$ cat src/design/bfd_pkg.sv
`default_nettype none
package bfd_pkg;

   localparam int PIX_W     = 8;
   localparam int CH_N      = 3;
   localparam int SUM_W     = 24;
   localparam int SCALE_W   = 5;
   localparam int DIM_W     = 11;
   localparam int AREA_W    = 2 * SCALE_W;
   localparam int CSR_IDX_W = 2;

   localparam logic [SCALE_W-1:0] SCALE_RST = 5'd1;
   localparam logic [DIM_W-1:0]   DIM_RST   = 11'd1024;

   typedef enum logic [CSR_IDX_W-1:0] {
      CSR_SCALE,
      CSR_SRC_WIDTH,
      CSR_SRC_HEIGHT
   } csr_idx_type;

   // Channel order in the packed vectors: index 0 red, 1 green, 2 blue.
   typedef logic [CH_N-1:0][PIX_W-1:0] pix_type;
   typedef logic [CH_N-1:0][SUM_W-1:0] sum_vec_type;

   typedef struct packed {
      logic active;
      logic first;
      logic last;
      logic frame_end;
   } acc_ctl_type;

endpackage
`default_nettype wire

$ cat src/design/bfd_avg.sv
`default_nettype none
module bfd_avg (
   input  logic                         clock,
   input  logic                         reset,
   input  logic                         advance,
   input  logic                         in_valid,
   input  bfd_pkg::sum_vec_type         in_sums,
   input  logic                         in_frame_end,
   input  logic [bfd_pkg::AREA_W-1:0]   area,
   output logic                         out_valid,
   output bfd_pkg::pix_type             out_avg,
   output logic                         out_frame_end
);
   import bfd_pkg::*;

   localparam int NST = PIX_W;

   logic              valid_ff [NST+1];
   logic              valid_in [NST+1];
   sum_vec_type       rem_ff   [NST+1];
   sum_vec_type       rem_in   [NST+1];
   pix_type           quo_ff   [NST+1];
   pix_type           quo_in   [NST+1];
   logic [CH_N-1:0]   sat_ff   [NST+1];
   logic [CH_N-1:0]   sat_in   [NST+1];
   logic              fend_ff  [NST+1];
   logic              fend_in  [NST+1];

   // Restoring division, one quotient bit per stage, most significant first.
   // A sum of 256 areas or more saturates, which the first stage detects.
   always_comb begin
      logic [SUM_W-1:0] dsh;
      logic             ge;
      valid_in[0] = in_valid;
      rem_in[0]   = in_sums;
      quo_in[0]   = '0;
      sat_in[0]   = '0;
      fend_in[0]  = in_frame_end;
      for (int k = 0; k < NST; k++) begin
         valid_in[k+1] = valid_ff[k];
         fend_in[k+1]  = fend_ff[k];
         dsh = SUM_W'(area) << (NST - 1 - k);
         for (int c = 0; c < CH_N; c++) begin
            ge = rem_ff[k][c] >= dsh;
            rem_in[k+1][c] = ge ? rem_ff[k][c] - dsh : rem_ff[k][c];
            quo_in[k+1][c] = {quo_ff[k][c][PIX_W-2:0], ge};
            sat_in[k+1][c] = sat_ff[k][c] |
                             ((k == 0) && (rem_ff[k][c] >= (SUM_W'(area) << NST)));
         end
      end
   end

   always_ff @(posedge clock) begin
      for (int k = 0; k <= NST; k++) begin
         if (reset) begin
            valid_ff[k] <= 1'b0;
         end else if (advance) begin
            valid_ff[k] <= valid_in[k];
         end
      end
   end

   always_ff @(posedge clock) begin
      if (advance) begin
         for (int k = 0; k <= NST; k++) begin
            rem_ff[k]  <= rem_in[k];
            quo_ff[k]  <= quo_in[k];
            sat_ff[k]  <= sat_in[k];
            fend_ff[k] <= fend_in[k];
         end
      end
   end

   always_comb begin
      for (int c = 0; c < CH_N; c++) begin
         out_avg[c] = sat_ff[NST][c] ? '1 : quo_ff[NST][c];
      end
   end

   assign out_valid     = valid_ff[NST];
   assign out_frame_end = fend_ff[NST];

endmodule
`default_nettype wire

$ cat config.mk
export PLATFORM = sky130hd
export DESIGN_NAME = bfd_avg
export DESIGN_NICKNAME = d
export VERILOG_FILES = /design/src/design/bfd_pkg.sv /design/src/design/bfd_avg.sv
export SDC_FILE = /design/constraint.sdc
export NUM_CORES = 1
export LEC_CHECK = 0
export BUFFER_PORTS_ARGS = -buffer_cell sky130_fd_sc_hd__buf_4
export CAP_MARGIN = 5
export CORE_MARGIN = 4
export CORE_UTILIZATION = 25
export DETAILED_ROUTE_END_ITERATION = 16
export PLACE_DENSITY_LB_ADDON = 0.3
export SLEW_MARGIN = 10
export SYNTH_ARGS = -nofsm -noshare
export SYNTH_HDL_FRONTEND = slang
export SYNTH_SLANG_ARGS = --single-unit
$ cat constraint.sdc
create_clock -name clock -period 4.3 [get_ports clock]
set_input_delay 0.86 -clock clock [delete_from_list [all_inputs] [get_ports clock]]
set_output_delay 0.86 -clock clock [all_outputs]
set_load 0.01 [all_outputs]
# Word-level counts from Yosys, hierarchy flattened
# Memory sizes are Yosys's and may differ from the RTL's.
# Cells that the tools add are included.
# Widths: inputs -> output; s select.
dict set report classes {
  add_sub_neg 24
  n_lt_le_gt_ge 27
  muxes 42
  bitwise 12
}
# cell n
set op_table {}
lappend op_table {{$mux 24} 24}
lappend op_table {{$ge 24x10->1} 3}
lappend op_table {{$ge 24x11->1} 3}
lappend op_table {{$ge 24x12->1} 3}
lappend op_table {{$ge 24x13->1} 3}
lappend op_table {{$ge 24x14->1} 3}
lappend op_table {{$ge 24x15->1} 3}
lappend op_table {{$ge 24x16->1} 3}
lappend op_table {{$ge 24x17->1} 3}
lappend op_table {{$ge 24x18->1} 3}
lappend op_table {{$sub 24x10->24} 3}
lappend op_table {{$sub 24x11->24} 3}
lappend op_table {{$sub 24x12->24} 3}
lappend op_table {{$sub 24x13->24} 3}
lappend op_table {{$sub 24x14->24} 3}
lappend op_table {{$sub 24x15->24} 3}
lappend op_table {{$sub 24x16->24} 3}
lappend op_table {{$sub 24x17->24} 3}
lappend op_table {{$mux 8} 3}
lappend op_table {{$mux 1} 15}
lappend op_table {{$or 1x1->1} 12}
dict set report totals {
  ff_bits 0
  mem_bits_rw 909
  output_inout_bits 26
  n_memories 5
}
# memory words width rd rd_ports_with_merged_regs wr line_no
set memory_table {}
lappend memory_table {rem_ff 9 72 8 0 9 bfd_avg.sv:20} ;# sum_vec_type rem_ff [NST+1];
lappend memory_table {quo_ff 9 24 9 0 9 bfd_avg.sv:22} ;# pix_type quo_ff [NST+1];
lappend memory_table {sat_ff 9 3 9 0 9 bfd_avg.sv:24} ;# logic [CH_N-1:0] sat_ff [NST+1];
lappend memory_table {fend_ff 9 1 9 0 9 bfd_avg.sv:26} ;# logic fend_ff [NST+1];
lappend memory_table {valid_ff 9 1 9 0 9 bfd_avg.sv:18} ;# logic valid_ff [NST+1];

# Depth between registers and ports, before layout
dict set report logic_depth {
  ltp_word 4
  depth_mapped 13
  ltp_nobuf 11
}

# Worst setup path before layout
# Ideal clock, no wire load.
dict set report synth_timing {
  path_kind {in2reg}
  startpoint {input port area[1] (netlist name)}
  endpoint {memory rem_ff[0][113] (netlist name) (data pin)}
  arrival_time_ns 4.114
  setup_slack_ns -0.068
  stages 10
  path_buffers 1
  path_cell_list {inv_1 ha_1 nor2b_1 o31a_1 o21ai_0 o221ai_1 nor3_1 clkbuf_1 nor3_1 a21o_1}
}
# item line_no
set synth_lines {}
lappend synth_lines {{start: declaration} bfd_avg.sv:9} ;# input logic [bfd_pkg::AREA_W-1:0] area,
lappend synth_lines {{end: declaration} bfd_avg.sv:20}

==> results.json <==
{
  "yosysTopAreaCell": "edfxtp_1",
  "rsz0062_at_grt": "false",
  "final-hold-violation-count": 0,
  "maxSlewHeadroom_pct": 41.69,
  "cp_slowest_cell": "or4_1",
  "io_buffers": 112,
  "ir_drop_mv": 0.3304,
  "holdPathEnd": "rem_ff[0][4]$_DFFE_PP_",
  "nNetsFinal": 3883,
  "clockBufferDepth": 3,
  "synth_compound_area_share_pct": 10.52,
  "grt_max_degree": 81,
  "final_common_cell": "edfxtp_1",
  "post_cts_buffers": 0,
  "post_cts_resized": 0,
  "htreeDepth": 3,
  "p_sw_share_pct": 29.19,
  "cp-end-kind": "flip-flop",
  "synth_top_family_by_area": "simple AND/OR/NAND/NOR gates",
  "ys.flop_type": "edfxtp_1",
  "finalSetupViolCount": 0,
  "synth_cells": 3256,
  "status": "completed",
  "muxShareOfSynthArea_pct": 2.093,
  "worstPathMaxFanout": 23,
  "p_leak_nw": 16.72,
  "ys_seq_elements": 726,
  "cts_tree": "done",
  "path_class": "flip-flop to flip-flop",
  "async_reset_ff_share_pct": 0,
  "num_rows": 145,
  "crit_path_cell_trace": "or3_4 -> or3_1 -> or3_4 -> or4_1 -> or2_1 -> mux2_4",
  "worst_skew_pair.late_latency_ns": 0.67,
  "gp_congestion": 0.8235,
  "cp.arrival_ns": 3.74,
  "cts-root-buf": "clkbuf_16",
  "critPathMaxStageDelay_ns": 0.53,
  "power_frac_comb_pct": 24.5,
  "powerDensity_nw_per_um2": 491.3,
  "diodes": 0,
  "initialDrtViolationCount": 1411,
  "dpl.cell_count": 5478,
  "worstReg2RegEnd": "rem_ff[0][467]$_DFFE_PP_",
  "layout_common_cells": "726 x edfxtp_1, 270 x ha_1, 240 x nor2_1, 216 x nand2_1, 199 x a21oi_1",
  "synthXorXnorAreaFrac_pct": 7.146,
  "seq_power_share_pct": 44.4,
  "pre_cts_slack_ns": 0.2877,
  "vias_per_cell": 4.449,
  "holdWs_ns": 0.3677,
  "start_kind": "flip-flop",
  "layout-drive-gt1-share_pct": 13.30,
  "synth_edf_count": 726,
  "avgSynthCellArea_sq_um": 12.08,
  "synth-adder-area-share_pct": 9.655,
  "cts.hold.buffers_added": 0,
  "ys_types": 77,
  "final.period_utilization_pct": 77.73,
  "placed_cell_area_sq_um": 43540,
  "seq_area_sq_um": 21800,
  "drv_slew": 0,
  "p_switching_mw": 6.638,
  "wl_per_cell_microns": 15.37,
  "multi_input_area_sq_um": 16970,
  "worstHoldStart": "in_sums[4]",
  "numCtsBuffers": 83,
  "synth.area.top_cells": "edfxtp_1 55%, ha_1 8.6%, xor2_1 3.6%",
  "fillers": 15950,
  "antenna_found_initial": 1,
  "area_growth_pct": 17.67,
  "drtPass1Iterations": 5,
  "die_height_microns": 404.7,
  "routed_wl_mm": 86.52,
  "total_power_mw": 22.74,
  "setup_ws_ns": 0.9575,
  "initial_core_util_pct": 25.16,
  "critPathRequiredTime_ns": 4.70,
  "ioPinCount": 113,
  "track_usage_pct": 10.44,
  "fmax_mhz": 299.2,
  "maxCapViolCount": 0,
  "cts.sink_count": 726,
  "rr_worst_depth": 6,
  "reg2reg_slack_ns": 0.96,
  "dp_hpwl_mm": 64.55,
  "vias": 25040,
  "hold_path_depth": 1,
  "drc": 0,
  "cts.clk_slew.worst_paths_ns": 0.06,
  "design_area_sq_um": 46290,
  "die_w_microns": 404.7,
  "grt_pass1_wl_mm": 136.9,
  "skew_ns": 0.02861,
  "min_path_type": "input pin to flip-flop",
  "r2r_start": "rem_ff[0][396]$_DFFE_PP_",
  "synth_area_sq_um": 39340,
  "yosys_warnings": 0,
  "min_period_ns": 3.342,
  "antenna_left": 0,
  "power_report.internal_total_mw": 16.11,
  "core_area_sq_um": 156400,
  "grt_pass1_vias": 25020,
  "yosys.area_share.simple_pct": 13.68,
  "yosysTopAreaCellShare_pct": 55.41,
  "overflow": 0,
  "die_area_sq_um": 163800,
  "fin_tns_setup_ns": 0,
  "yosysSeqAreaShare_pct": 55.41,
  "tightest_slew_ns": 0.8746,
  "synthesis.nets": 3634,
  "utilization_pct": 29.60,
  "fin_cells": 5629,
  "cp_common_cell": "or3_4",
  "clkPwrFrac_pct": 31.1
}
## layer usage
layer	track usage, %	vias up	share of wire [%]
met2	16.85	364	45
li1	-	12850	-
met1	14.19	11690	49
met3	1.791	140	3.5
met4	3.498	2	2.6
met5	0	-	0.023
## final cells by class
class | instances | area share (%)
Sequential cell | 726 | 47.09
Multi-Input combinational cell | 2381 | 36.65
Tap cell | 2058 | 5.562
Clock buffer | 97 | 4.646
Timing Repair Buffer | 212 | 3.914
Clock inverter | 54 | 1.311
Inverter | 101 | 0.8270
## sequential cells by signal, summed over array words and instances, names as in the netlist
register / flops
sat_ff: 24
valid_ff: 9
fend_ff: 9
quo_ff: 108
rem_ff: 576
## power groups by stage
stage                     combinational, mW  sequential, mW  clock [mW]
after floorplan                        4.23            9.96           0
after global placement                 5.50            10.2           0
after detailed placement               5.56            10.2           0
after CTS                              5.59            10.1        7.38
after global routing                   6.29            10.2        7.67
final                                  5.57            10.1        7.08
## worst max path at each step
| stage | startpoint | end | slack, ns |
|---|---|---|---|
| 2_1_floorplan | area[1] | rem_ff[0][207]$_DFFE_PP_ | 0.10 |
| 3_3_place_gp | area[9] | rem_ff[0][542]$_DFFE_PP_ | 0.26 |
| 3_5_place_dp | area[9] | rem_ff[0][542]$_DFFE_PP_ | 0.29 |
| 4_1_cts | rem_ff[0][396]$_DFFE_PP_ | rem_ff[0][467]$_DFFE_PP_ | 0.95 |
| 5_1_grt | rem_ff[0][126]$_DFFE_PP_ | rem_ff[0][213]$_DFFE_PP_ | 0.80 |
| 6_report | rem_ff[0][396]$_DFFE_PP_ | rem_ff[0][467]$_DFFE_PP_ | 0.96 |
## critical path: cells and delay by family, from the launching register on
| family | cells | cell delay [ns] |
|---|---|---|
| and+or+nand+nor | 5 | 2.19 |
| DFF | 1 | 0.49 |
| muxes | 1 | 0.41 |
## kinds of logic after synthesis
group	count (synthesis)
compound gates	662
xor+xnor	321
fa+ha+maj	291
buf+inv	149
flops	726
mux	74
simple gates	1033
## synth_stat cells (all sizes together), types with 9 or more instances
master,n
inv,101
nand3b,14
nor3,108
buf,12
nand3,46
o31ai,15
edfxtp,726
nor2,240
mux2i,11
nand2,216
xor2,161
o21bai,16
a211oi,27
fa,21
a21oi,199
o31a,10
or2,47
nor4b,9
clkbuf,36
mux2,63
a31oi,14
or4,33
xnor2,160
nand2b,51
o211ai,13
or3,35
nand4b,18
a21o,75
o21a,39
nor2b,47
o21ai,180
nor4,72
nand4,42
and2,15
a211o,12
ha,270
Note: power is estimated with default switching activity, not from simulation.
