`config.mk`:
```
export PLATFORM = sky130hd
export DESIGN_NAME = bfd_geom
export DESIGN_NICKNAME = d
export VERILOG_FILES = /design/src/design/bfd_pkg.sv /design/src/design/bfd_geom.sv
export SDC_FILE = /design/constraint.sdc
export NUM_CORES = 1
export LEC_CHECK = 0
export BUFFER_PORTS_ARGS = -buffer_cell sky130_fd_sc_hd__buf_4
export CORE_MARGIN = 2
export CORE_UTILIZATION = 55
export CTS_BUF_LIST = sky130_fd_sc_hd__clkbuf_4
export DETAILED_ROUTE_END_ITERATION = 16
export PLACE_DENSITY = 0.81
export SYNTH_ARGS = -nofsm -noshare
export SYNTH_HDL_FRONTEND = slang
export SYNTH_SLANG_ARGS = --single-unit
```
`constraint.sdc`:
```
create_clock -name clock -period 4.7 [get_ports clock]
set_input_delay 0.47 -clock clock [delete_from_list [all_inputs] [get_ports clock]]
set_output_delay 0.47 -clock clock [all_outputs]
set_load 0.02 [all_outputs]
```
`src/design/bfd_pkg.sv`:
```
`default_nettype none
package bfd_pkg;

   localparam int PIX_W     = 8;
   localparam int CH_N      = 3;
   localparam int SUM_W     = 24;
   localparam int SCALE_W   = 5;
   localparam int DIM_W     = 11;
   localparam int AREA_W    = 2 * SCALE_W;
   localparam int CSR_IDX_W = 2;

   localparam logic [SCALE_W-1:0] SCALE_RST = 5'd1;
   localparam logic [DIM_W-1:0]   DIM_RST   = 11'd1024;

   typedef enum logic [CSR_IDX_W-1:0] {
      CSR_SCALE,
      CSR_SRC_WIDTH,
      CSR_SRC_HEIGHT
   } csr_idx_type;

   // Channel order in the packed vectors: index 0 red, 1 green, 2 blue.
   typedef logic [CH_N-1:0][PIX_W-1:0] pix_type;
   typedef logic [CH_N-1:0][SUM_W-1:0] sum_vec_type;

   typedef struct packed {
      logic active;
      logic first;
      logic last;
      logic frame_end;
   } acc_ctl_type;

endpackage
`default_nettype wire

```
`src/design/bfd_geom.sv`:
```
`default_nettype none
module bfd_geom #(
   parameter int MAX_WIDTH = 1024,
   parameter int MAX_SCALE = 16
) (
   input  logic                                clock,
   input  logic                                reset,
   input  logic                                csr_we,
   input  logic [bfd_pkg::CSR_IDX_W-1:0]       csr_index,
   input  logic [bfd_pkg::DIM_W-1:0]           csr_wdata,
   output logic                                busy,
   output logic [bfd_pkg::SCALE_W-1:0]         scale_eff,
   output logic [bfd_pkg::AREA_W-1:0]          area,
   output logic [$clog2(MAX_WIDTH+1)-1:0]      width_eff,
   output logic [$clog2(MAX_WIDTH+1)-1:0]      out_width,
   output logic [$clog2(MAX_WIDTH+1)-1:0]      whole_width,
   output logic [bfd_pkg::DIM_W-1:0]           height_eff,
   output logic [bfd_pkg::DIM_W-1:0]           whole_height
);
   import bfd_pkg::*;

   localparam int WW    = $clog2(MAX_WIDTH + 1);
   localparam int DW    = (WW > DIM_W) ? WW : DIM_W;
   localparam int CNT_W = $clog2(DW + 1);

   logic [SCALE_W-1:0] scale_ff;
   logic [DIM_W-1:0]   src_width_ff;
   logic [DIM_W-1:0]   src_height_ff;
   logic               pending_ff;
   logic               busy_ff;
   logic [CNT_W-1:0]   cnt_ff;
   logic [SCALE_W-1:0] rem_w_ff, rem_h_ff, rem_w_in, rem_h_in;
   logic [DW-1:0]      quo_w_ff, quo_h_ff, quo_w_in, quo_h_in;
   logic [AREA_W-1:0]  area_ff;
   logic [SCALE_W:0]   rem_w_sh, rem_h_sh;
   logic               ge_w, ge_h;

   always_comb begin
      if (scale_ff == '0) begin
         scale_eff = SCALE_W'(1);
      end else if (32'(scale_ff) > MAX_SCALE) begin
         scale_eff = SCALE_W'(MAX_SCALE);
      end else begin
         scale_eff = scale_ff;
      end
      if (src_width_ff == '0) begin
         width_eff = WW'(1);
      end else if (32'(src_width_ff) > MAX_WIDTH) begin
         width_eff = WW'(MAX_WIDTH);
      end else begin
         width_eff = WW'(src_width_ff);
      end
      height_eff = (src_height_ff == '0) ? DIM_W'(1) : src_height_ff;
   end

   // One quotient bit per cycle for both dimensions.
   always_comb begin
      rem_w_sh = {rem_w_ff, quo_w_ff[DW-1]};
      rem_h_sh = {rem_h_ff, quo_h_ff[DW-1]};
      ge_w     = rem_w_sh >= {1'b0, scale_eff};
      ge_h     = rem_h_sh >= {1'b0, scale_eff};
      rem_w_in = ge_w ? SCALE_W'(rem_w_sh - {1'b0, scale_eff}) : SCALE_W'(rem_w_sh);
      rem_h_in = ge_h ? SCALE_W'(rem_h_sh - {1'b0, scale_eff}) : SCALE_W'(rem_h_sh);
      quo_w_in = {quo_w_ff[DW-2:0], ge_w};
      quo_h_in = {quo_h_ff[DW-2:0], ge_h};
   end

   always_ff @(posedge clock) begin
      if (reset) begin
         scale_ff      <= SCALE_RST;
         src_width_ff  <= DIM_RST;
         src_height_ff <= DIM_RST;
         pending_ff    <= 1'b1;
         busy_ff       <= 1'b0;
         cnt_ff        <= '0;
      end else begin
         if (csr_we) begin
            case (csr_index)
               CSR_SCALE:      scale_ff      <= csr_wdata[SCALE_W-1:0];
               CSR_SRC_WIDTH:  src_width_ff  <= csr_wdata;
               CSR_SRC_HEIGHT: src_height_ff <= csr_wdata;
               default: ;
            endcase
            pending_ff <= 1'b1;
         end else if (pending_ff) begin
            pending_ff <= 1'b0;
            busy_ff    <= 1'b1;
            cnt_ff     <= CNT_W'(DW);
         end else if (busy_ff) begin
            cnt_ff <= cnt_ff - CNT_W'(1);
            if (cnt_ff == CNT_W'(1)) begin
               busy_ff <= 1'b0;
            end
         end
      end
   end

   always_ff @(posedge clock) begin
      if (pending_ff) begin
         rem_w_ff <= '0;
         rem_h_ff <= '0;
         quo_w_ff <= DW'(width_eff);
         quo_h_ff <= DW'(height_eff);
         area_ff  <= AREA_W'(scale_eff) * AREA_W'(scale_eff);
      end else if (busy_ff) begin
         rem_w_ff <= rem_w_in;
         rem_h_ff <= rem_h_in;
         quo_w_ff <= quo_w_in;
         quo_h_ff <= quo_h_in;
      end
   end

   assign busy         = pending_ff | busy_ff;
   assign area         = area_ff;
   assign out_width    = WW'(quo_w_ff);
   assign whole_width  = width_eff - WW'(rem_w_ff);
   assign whole_height = height_eff - DIM_W'(rem_h_ff);

endmodule
`default_nettype wire

```
# --- After elaboration in Yosys (flattened, before gate mapping) ---
# Index checks and enable logic that the tools add are counted.
word_totals:
  register_bits: 75
classes:
  addsub: 5
  multipliers: 1
  magnitude_cmp: 4
  n_eq_ne: 3
  muxes: 17
  bitwise: 2
  reduce_logical: 9
ops:
  columns: ["operator", "n"]
  rows:
  - ["$mux 11", 7]
  - ["$logic_not 11->1", 2]
  - ["$sub 11x5->11", 2]
  - ["$mux 5", 4]
  - ["$ge 6x5->1", 2]
  - ["$gt 11x11->1 const B", 1]
  - ["$mul 5x5->10", 1]
  - ["$sub 5x5->5", 2]
  - ["$mux 4", 2]
  - ["$reduce_and 2->1", 4]
  - ["$gt 5x5->1 const B", 1]
  - ["$logic_not 5->1", 1]
  - ["$eq 4x1->1 const B", 1]
  - ["$mux 1", 4]
  - ["$sub 4x1->4 const B", 1]
  - ["$eq 2x1->1 const B", 1]
  - ["$eq 2x2->1 const B", 1]
  - ["$logic_not 2->1", 1]
  - ["$reduce_bool 2->1", 1]
  - ["$not 1->1", 1]
  - ["$or 1x1->1", 1]

# --- Longest topological paths before layout ---
depth:
  depth_word: 6
  mapped_depth: 14
  ltp_nobuf: 13

# --- Worst setup path before layout ---
# Ideal clock, no wire load.
synth_timing:
  path_type: "register to output"
  from: "reg src_width_ff[5]"
  to: "out whole_width[10]"
  t_arrival_ps: 3089
  required_ps: 4230
  path_slack_ps: 1141
  path_stages_with_launch: 13
  cell_sequence: "dfxtp_1 -> or4_1 -> nor2_1 -> a21oi_1 -> nor2_1 -> inv_1 -> ha_1 -> fa_1 -> nor2b_1 -> o21ai_1 -> a21boi_0 -> or3_1 -> mux2_2"
synth_via:
  elab_chain_len: 4
  elab_cells_between_ends: 5
  cone_classes: "add/sub: 1; order compare: 1; mux: 2; reduce/logical: 1"
synth_rtl:
  columns: ["item", "line_no", "rtl"]
  rows:
  - ["from (decl)", "bfd_geom.sv:27", "logic [DIM_W-1:0] src_width_ff;"]
  - ["from (signal assigned)", "bfd_geom.sv:80", "CSR_SRC_WIDTH: src_width_ff <= csr_wdata;"]
  - ["$gt 11x11->1", "bfd_geom.sv:48", "end else if (32'(src_width_ff) > MAX_WIDTH) begin"]
  - ["$mux 11", "bfd_geom.sv:48", null]
  - ["$mux 11 (*)", "bfd_geom.sv:46", "if (src_width_ff == '0) begin"]
  - ["named net width_eff[0]", "bfd_geom.sv:14", "output logic [$clog2(MAX_WIDTH+1)-1:0] width_eff,"]
  - ["$sub 11x5->11 (*)", "bfd_geom.sv:116", "assign whole_width = width_eff - WW'(rem_w_ff);"]
  - ["to (decl)", "bfd_geom.sv:16", "output logic [$clog2(MAX_WIDTH+1)-1:0] whole_width,"]
# Mark *: on every way through the listed nets, which the timed path passes. The rest lies on a longest branch.

# --- Final worst setup path ---
layout_timing:
  from: "reg src_width_ff[5]"
  to: "out whole_width[10]"
layout_via:
  elab_chain_len: 4
  elab_cells_between_ends: 5
  cone_classes: "add/sub: 1; order compare: 1; mux: 2; reduce/logical: 1"
layout_rtl:
  columns: ["item", "line_no"]
  rows:
  - ["$gt 11x11->1", "bfd_geom.sv:48"]
  - ["$mux 11", "bfd_geom.sv:48"]
  - ["$mux 11 (*)", "bfd_geom.sv:46"]
  - ["$sub 11x5->11 (*)", "bfd_geom.sv:116"]
# Mark *: on every way between the ends. The rest lies on a longest branch, timed or not.

==> tab_implementation.tex <==
\begin{tabular}{lr}
\hline
Metric & Value \\
\hline
\multicolumn{2}{l}{\textbf{Run status}} \\
Run status & finished, final reports clean \\
\multicolumn{2}{l}{\textbf{Final layout}} \\
Final Instance Area & 0.00534 mm² \\
Layout overhead on the synthesized area & 17.5\% \\
Most common cell after layout, fill and taps aside & sky130\_fd\_sc\_hd\_\_buf\_4 \\
Most used cells in the layout excluding fill and tap cells & sky130\_fd\_sc\_hd\_\_buf\_4 (87), sky130\_fd\_sc\_hd\_\_nor2\_1 (67), sky130\_fd\_sc\_hd\_\_dfxtp\_1 (42), sky130\_fd\_sc\_hd\_\_inv\_1 (36), sky130\_fd\_sc\_hd\_\_ha\_1 (32) \\
Antenna fix cells & 0 \\
Nets@finish & 588 \\
Fraction of final layout cells with drive strength greater than 1 & 26.6\% \\
\multicolumn{2}{l}{\textbf{Floorplan}} \\
DIE HEIGHT & 94.9 µm \\
Initial core utilization & 55.9\% \\
Die X & 94.9 µm \\
Total number of placement rows & 33 \\
Die area & 0.00901 mm² \\
Number of primary I/O pins & 87 \\
Area of the core region & 0.00813 mm² \\
\multicolumn{2}{l}{\textbf{Drt}} \\
Drt first-iter violations & 156 \\
Number of detailed-routing iterations run before antenna repair & 4 \\
Post-route DRC violation count & 0 \\
Overall via count from detail\_route & 3537 \\
Routed WL & 10000 µm \\
Count of antenna-violating nets left after detailed routing & 0 \\
WL/cell & 15.6 µm \\
DR vias/cell & 5.50 \\
\multicolumn{2}{l}{\textbf{Critical path}} \\
Crit path required time & 4230 ps \\
End of the worst register-to-register path & area[8]\$\_DFFE\_PP\_ \\
Critical path fanouts, max & 5 \\
Launch instance of the worst register-to-register path & scale\_ff[4]\$\_SDFFE\_PP0P\_ \\
Ordered cell list for the critical path & or4\_1 > nor2\_1 > a21oi\_1 > nor2\_1 > inv\_1 > ha\_1 > fa\_1 > nor2b\_1 > o21ai\_1 > a21boi\_0 > or3\_1 > mux2\_2 > buf\_4 \\
Setup crit end kind & primary output \\
Crit path launch & src\_width\_ff[5]\$\_SDFFE\_PP0P\_ \\
Arrival time reported for the critical path endpoint & 3760 ps \\
Startpoint kind of the worst setup timing path & register \\
Slowest Stage Delay on Critical Path & 550 ps \\
Logic depth of the worst register-to-register path & 11 \\
Slowest CP cell & sky130\_fd\_sc\_hd\_\_or4\_1 \\
Reg2Reg Setup Slack & 1500 ps \\
Most Frequent Cell on Critical Path & sky130\_fd\_sc\_hd\_\_nor2\_1 \\
Crit path kind & register to primary output \\
\multicolumn{2}{l}{\textbf{Hold path}} \\
Type of the most critical hold path & input pin to register \\
Worst Hold Endpoint & src\_height\_ff[9]\$\_SDFFE\_PP0P\_ \\
Hold path startpoint & csr\_wdata[9] \\
Count of cells along the worst hold path & 3 \\
\multicolumn{2}{l}{\textbf{Global routing}} \\
Number of antenna violations at the first check in global routing & 0 \\
Largest net degree at the start of global routing & 50 \\
Wire length of the first global-routing pass & 16200 µm \\
All-layer global routing usage & 23.0\% \\
Number of global-route vias before repair & 3354 \\
Aggregate global routing overflow & 0 \\
\multicolumn{2}{l}{\textbf{Synthesis}} \\
Post-synthesis cell area & 0.00455 mm² \\
Fraction of synthesized cell area taken by the top area cell type & 20.5\% \\
FF+latch count, synth & 74 \\
Average cell area after synthesis & 9.80 µm² \\
Seq/Total Area, Yosys & 39.4\% \\
Warnings from Yosys & 0 \\
EDFF count, synth & 31 \\
Most area-consuming cells after synthesis & sky130\_fd\_sc\_hd\_\_edfxtp\_1 (20\%), sky130\_fd\_sc\_hd\_\_dfxtp\_1 (19\%), sky130\_fd\_sc\_hd\_\_ha\_1 (8.8\%), sky130\_fd\_sc\_hd\_\_mux2i\_1 (6.4\%), sky130\_fd\_sc\_hd\_\_mux2\_2 (5.7\%) \\
Mapped Cells & 464 \\
Largest area contributor in the netlist & sky130\_fd\_sc\_hd\_\_edfxtp\_1 \\
Top flip-flop cell by instance count after synthesis & sky130\_fd\_sc\_hd\_\_dfxtp\_1 \\
Fraction of synthesis flops using an asynchronous set or reset pin & 0\% \\
Distinct cells, synth & 53 \\
\multicolumn{2}{l}{\textbf{Timing}} \\
Maximum clock frequency & 237 MHz \\
Total negative slack & 0 ps \\
Max-slew headroom at the worst pin & 28.7\% \\
Final worst clock skew & 30.4 ps \\
RSZ-0062 raised after global routing & false \\
Final min period & 4230 ps \\
Final setup fails & 0 \\
Share of the cycle needed by the critical path after routing & 89.9\% \\
Slew @ Worst Pin & 1070 ps \\
Endpoints failing hold & 0 \\
Count of final max-slew check failures & 0 \\
\multicolumn{2}{l}{\textbf{CTS}} \\
Maximum root-to-sink buffer count & 2 \\
Post-CTS Setup Inserts & 0 \\
\# clock sinks & 74 \\
Clock tree from TritonCTS & built \\
Clock-pin transition on the worst setup and hold timing paths & 160 ps \\
CTS root buffer & sky130\_fd\_sc\_hd\_\_clkbuf\_4 \\
Total clock buffers created by CTS & 9 \\
Hold buffer count at cts & 0 \\
Deepest level of the CTS H-tree & 3 \\
Clock latency on the worst-skew pair & 440 ps \\
Number of instances resized during post-cts repair & 0 \\
\multicolumn{2}{l}{\textbf{Place}} \\
Input/output buffers & 85 \\
Placed Area & 0.00522 mm² \\
Sum of net half-perimeters after detailed placement & 7610 µm \\
Last weighted congestion value of the routability-driven placer & 0.861 \\
\multicolumn{2}{l}{\textbf{Pwr}} \\
Leak Pwr & 2.51 nW \\
Highest ir drop seen on vdd & 183 µV \\
Power density relative to cell area & 292 mW/mm² \\
\multicolumn{2}{l}{\textbf{Job}} \\
Maximum capacitance violations & 0 \\
\hline
\end{tabular}
==> synth_stat cells (3+ instances only) <==
cell type,n
sky130_fd_sc_hd__ha_1,32
sky130_fd_sc_hd__o21a_1,3
sky130_fd_sc_hd__mux2i_1,29
sky130_fd_sc_hd__dfxtp_1,43
sky130_fd_sc_hd__inv_1,36
sky130_fd_sc_hd__clkbuf_1,26
sky130_fd_sc_hd__or2_2,3
sky130_fd_sc_hd__a211o_1,3
sky130_fd_sc_hd__nand3_1,4
sky130_fd_sc_hd__nand4b_1,3
sky130_fd_sc_hd__edfxtp_1,31
sky130_fd_sc_hd__nor2b_1,12
sky130_fd_sc_hd__o31ai_1,3
sky130_fd_sc_hd__fa_1,7
sky130_fd_sc_hd__xnor2_1,14
sky130_fd_sc_hd__xor2_1,7
sky130_fd_sc_hd__a21oi_1,14
sky130_fd_sc_hd__nor4_1,6
sky130_fd_sc_hd__mux2_2,23
sky130_fd_sc_hd__nor2_1,67
sky130_fd_sc_hd__or4b_2,3
sky130_fd_sc_hd__o21ai_0,14
sky130_fd_sc_hd__nand2_1,17
sky130_fd_sc_hd__nand2b_1,7
sky130_fd_sc_hd__nor3_1,5
sky130_fd_sc_hd__a311oi_1,4
sky130_fd_sc_hd__a211oi_1,4
sky130_fd_sc_hd__and2_1,4
==> stage by stage <==
step | total power, W | setup WS [ps] | utilization [%] | hold slack (ps) | std cells
5_1_grt | 0.00163 | 198 | 65.7 | 275 | 643
3_5_place_dp | 0.00120 | 992 | 64.1 | 478 | 627
2_1_floorplan | 0.00105 | 1140 | - | 448 | 466
6_report | 0.00156 | 474 | 65.7 | 277 | 643
4_1_cts | 0.00157 | 485 | 65.7 | 264 | 643
3_3_place_gp | 0.00119 | 1090 | 64.1 | 467 | 627
==> worst max-delay path, delay by kind of cell, from the launching register on <==
| family | cells | cell delay (ps) |
|---|---|---|
| buf+inv | 2 | 240 |
| flops | 1 | 360 |
| fa+ha+maj | 2 | 640 |
| mux | 1 | 340 |
| compound gates | 3 | 470 |
| simple gates | 5 | 1270 |
==> cell type report <==
cell class              instances  area (µm²)
clock inverters                 7        57.6
clock buffers                   9        67.6
inverters                      36         135
repair buffers                 87         653
multi-input cells             325        2500
flip-flops and latches         74        1790
fillers                       650        2790
well taps                     105         131
==> cell families (layout without fill, tap and decap cells) <==
| group | Yosys count | count (layout) | synth area share, % |
|---|---|---|---|
| simple gates | 144 | 144 | 16.6 |
| flops | 74 | 74 | 39.4 |
| buf+inv | 67 | 139 | 5.67 |
| compound gates | 65 | 65 | 10.1 |
| mux | 52 | 52 | 12.1 |
| fa+ha+maj | 39 | 39 | 11.9 |
| xor+xnor | 21 | 21 | 4.05 |
| other cells | 2 | 4 | 0.165 |
==> power by group <==
part | leakage (nW) | internal [W] | total (W) | switching [W]
registers | 0.689 | 0.000712 | 0.000752 | 0.0000400
clock network | 0.0701 | 0.000119 | 0.000374 | 0.000255
logic | 1.75 | 0.000197 | 0.000437 | 0.000240
==> how the worst max path moves through the flow <==
stage / to / slack [ps] / cells after the start
floorplan: whole_width[10] / 1140 / 12
finish: whole_width[10] / 470 / 13
CTS: whole_width[10] / 490 / 13
detailed placement: whole_width[10] / 990 / 13
global placement: whole_width[10] / 1090 / 13
global route: whole_width[10] / 200 / 13
==> state kept, by name, summed over array words and instances, names as in the netlist <==
register and cells:
area 9, busy_ff 1, cnt_ff 4, out_width 11, pending_ff 1, quo_h_ff 11, rem_h_ff 5, rem_w_ff 5
scale_ff 5, src_height_ff 11, src_width_ff 11
==> per-layer routing <==
metal / global-route usage (%) / up-vias / part of all wire, %
li1: - / 1745 / -
met5: 0 / - / 0
met2: 38.1 / 91 / 48
met1: 30.3 / 1689 / 45
met4: 7.49 / 0 / 1.4
met3: 4.71 / 12 / 5.0
No activity file was read; power rests on OpenSTA's default activity.
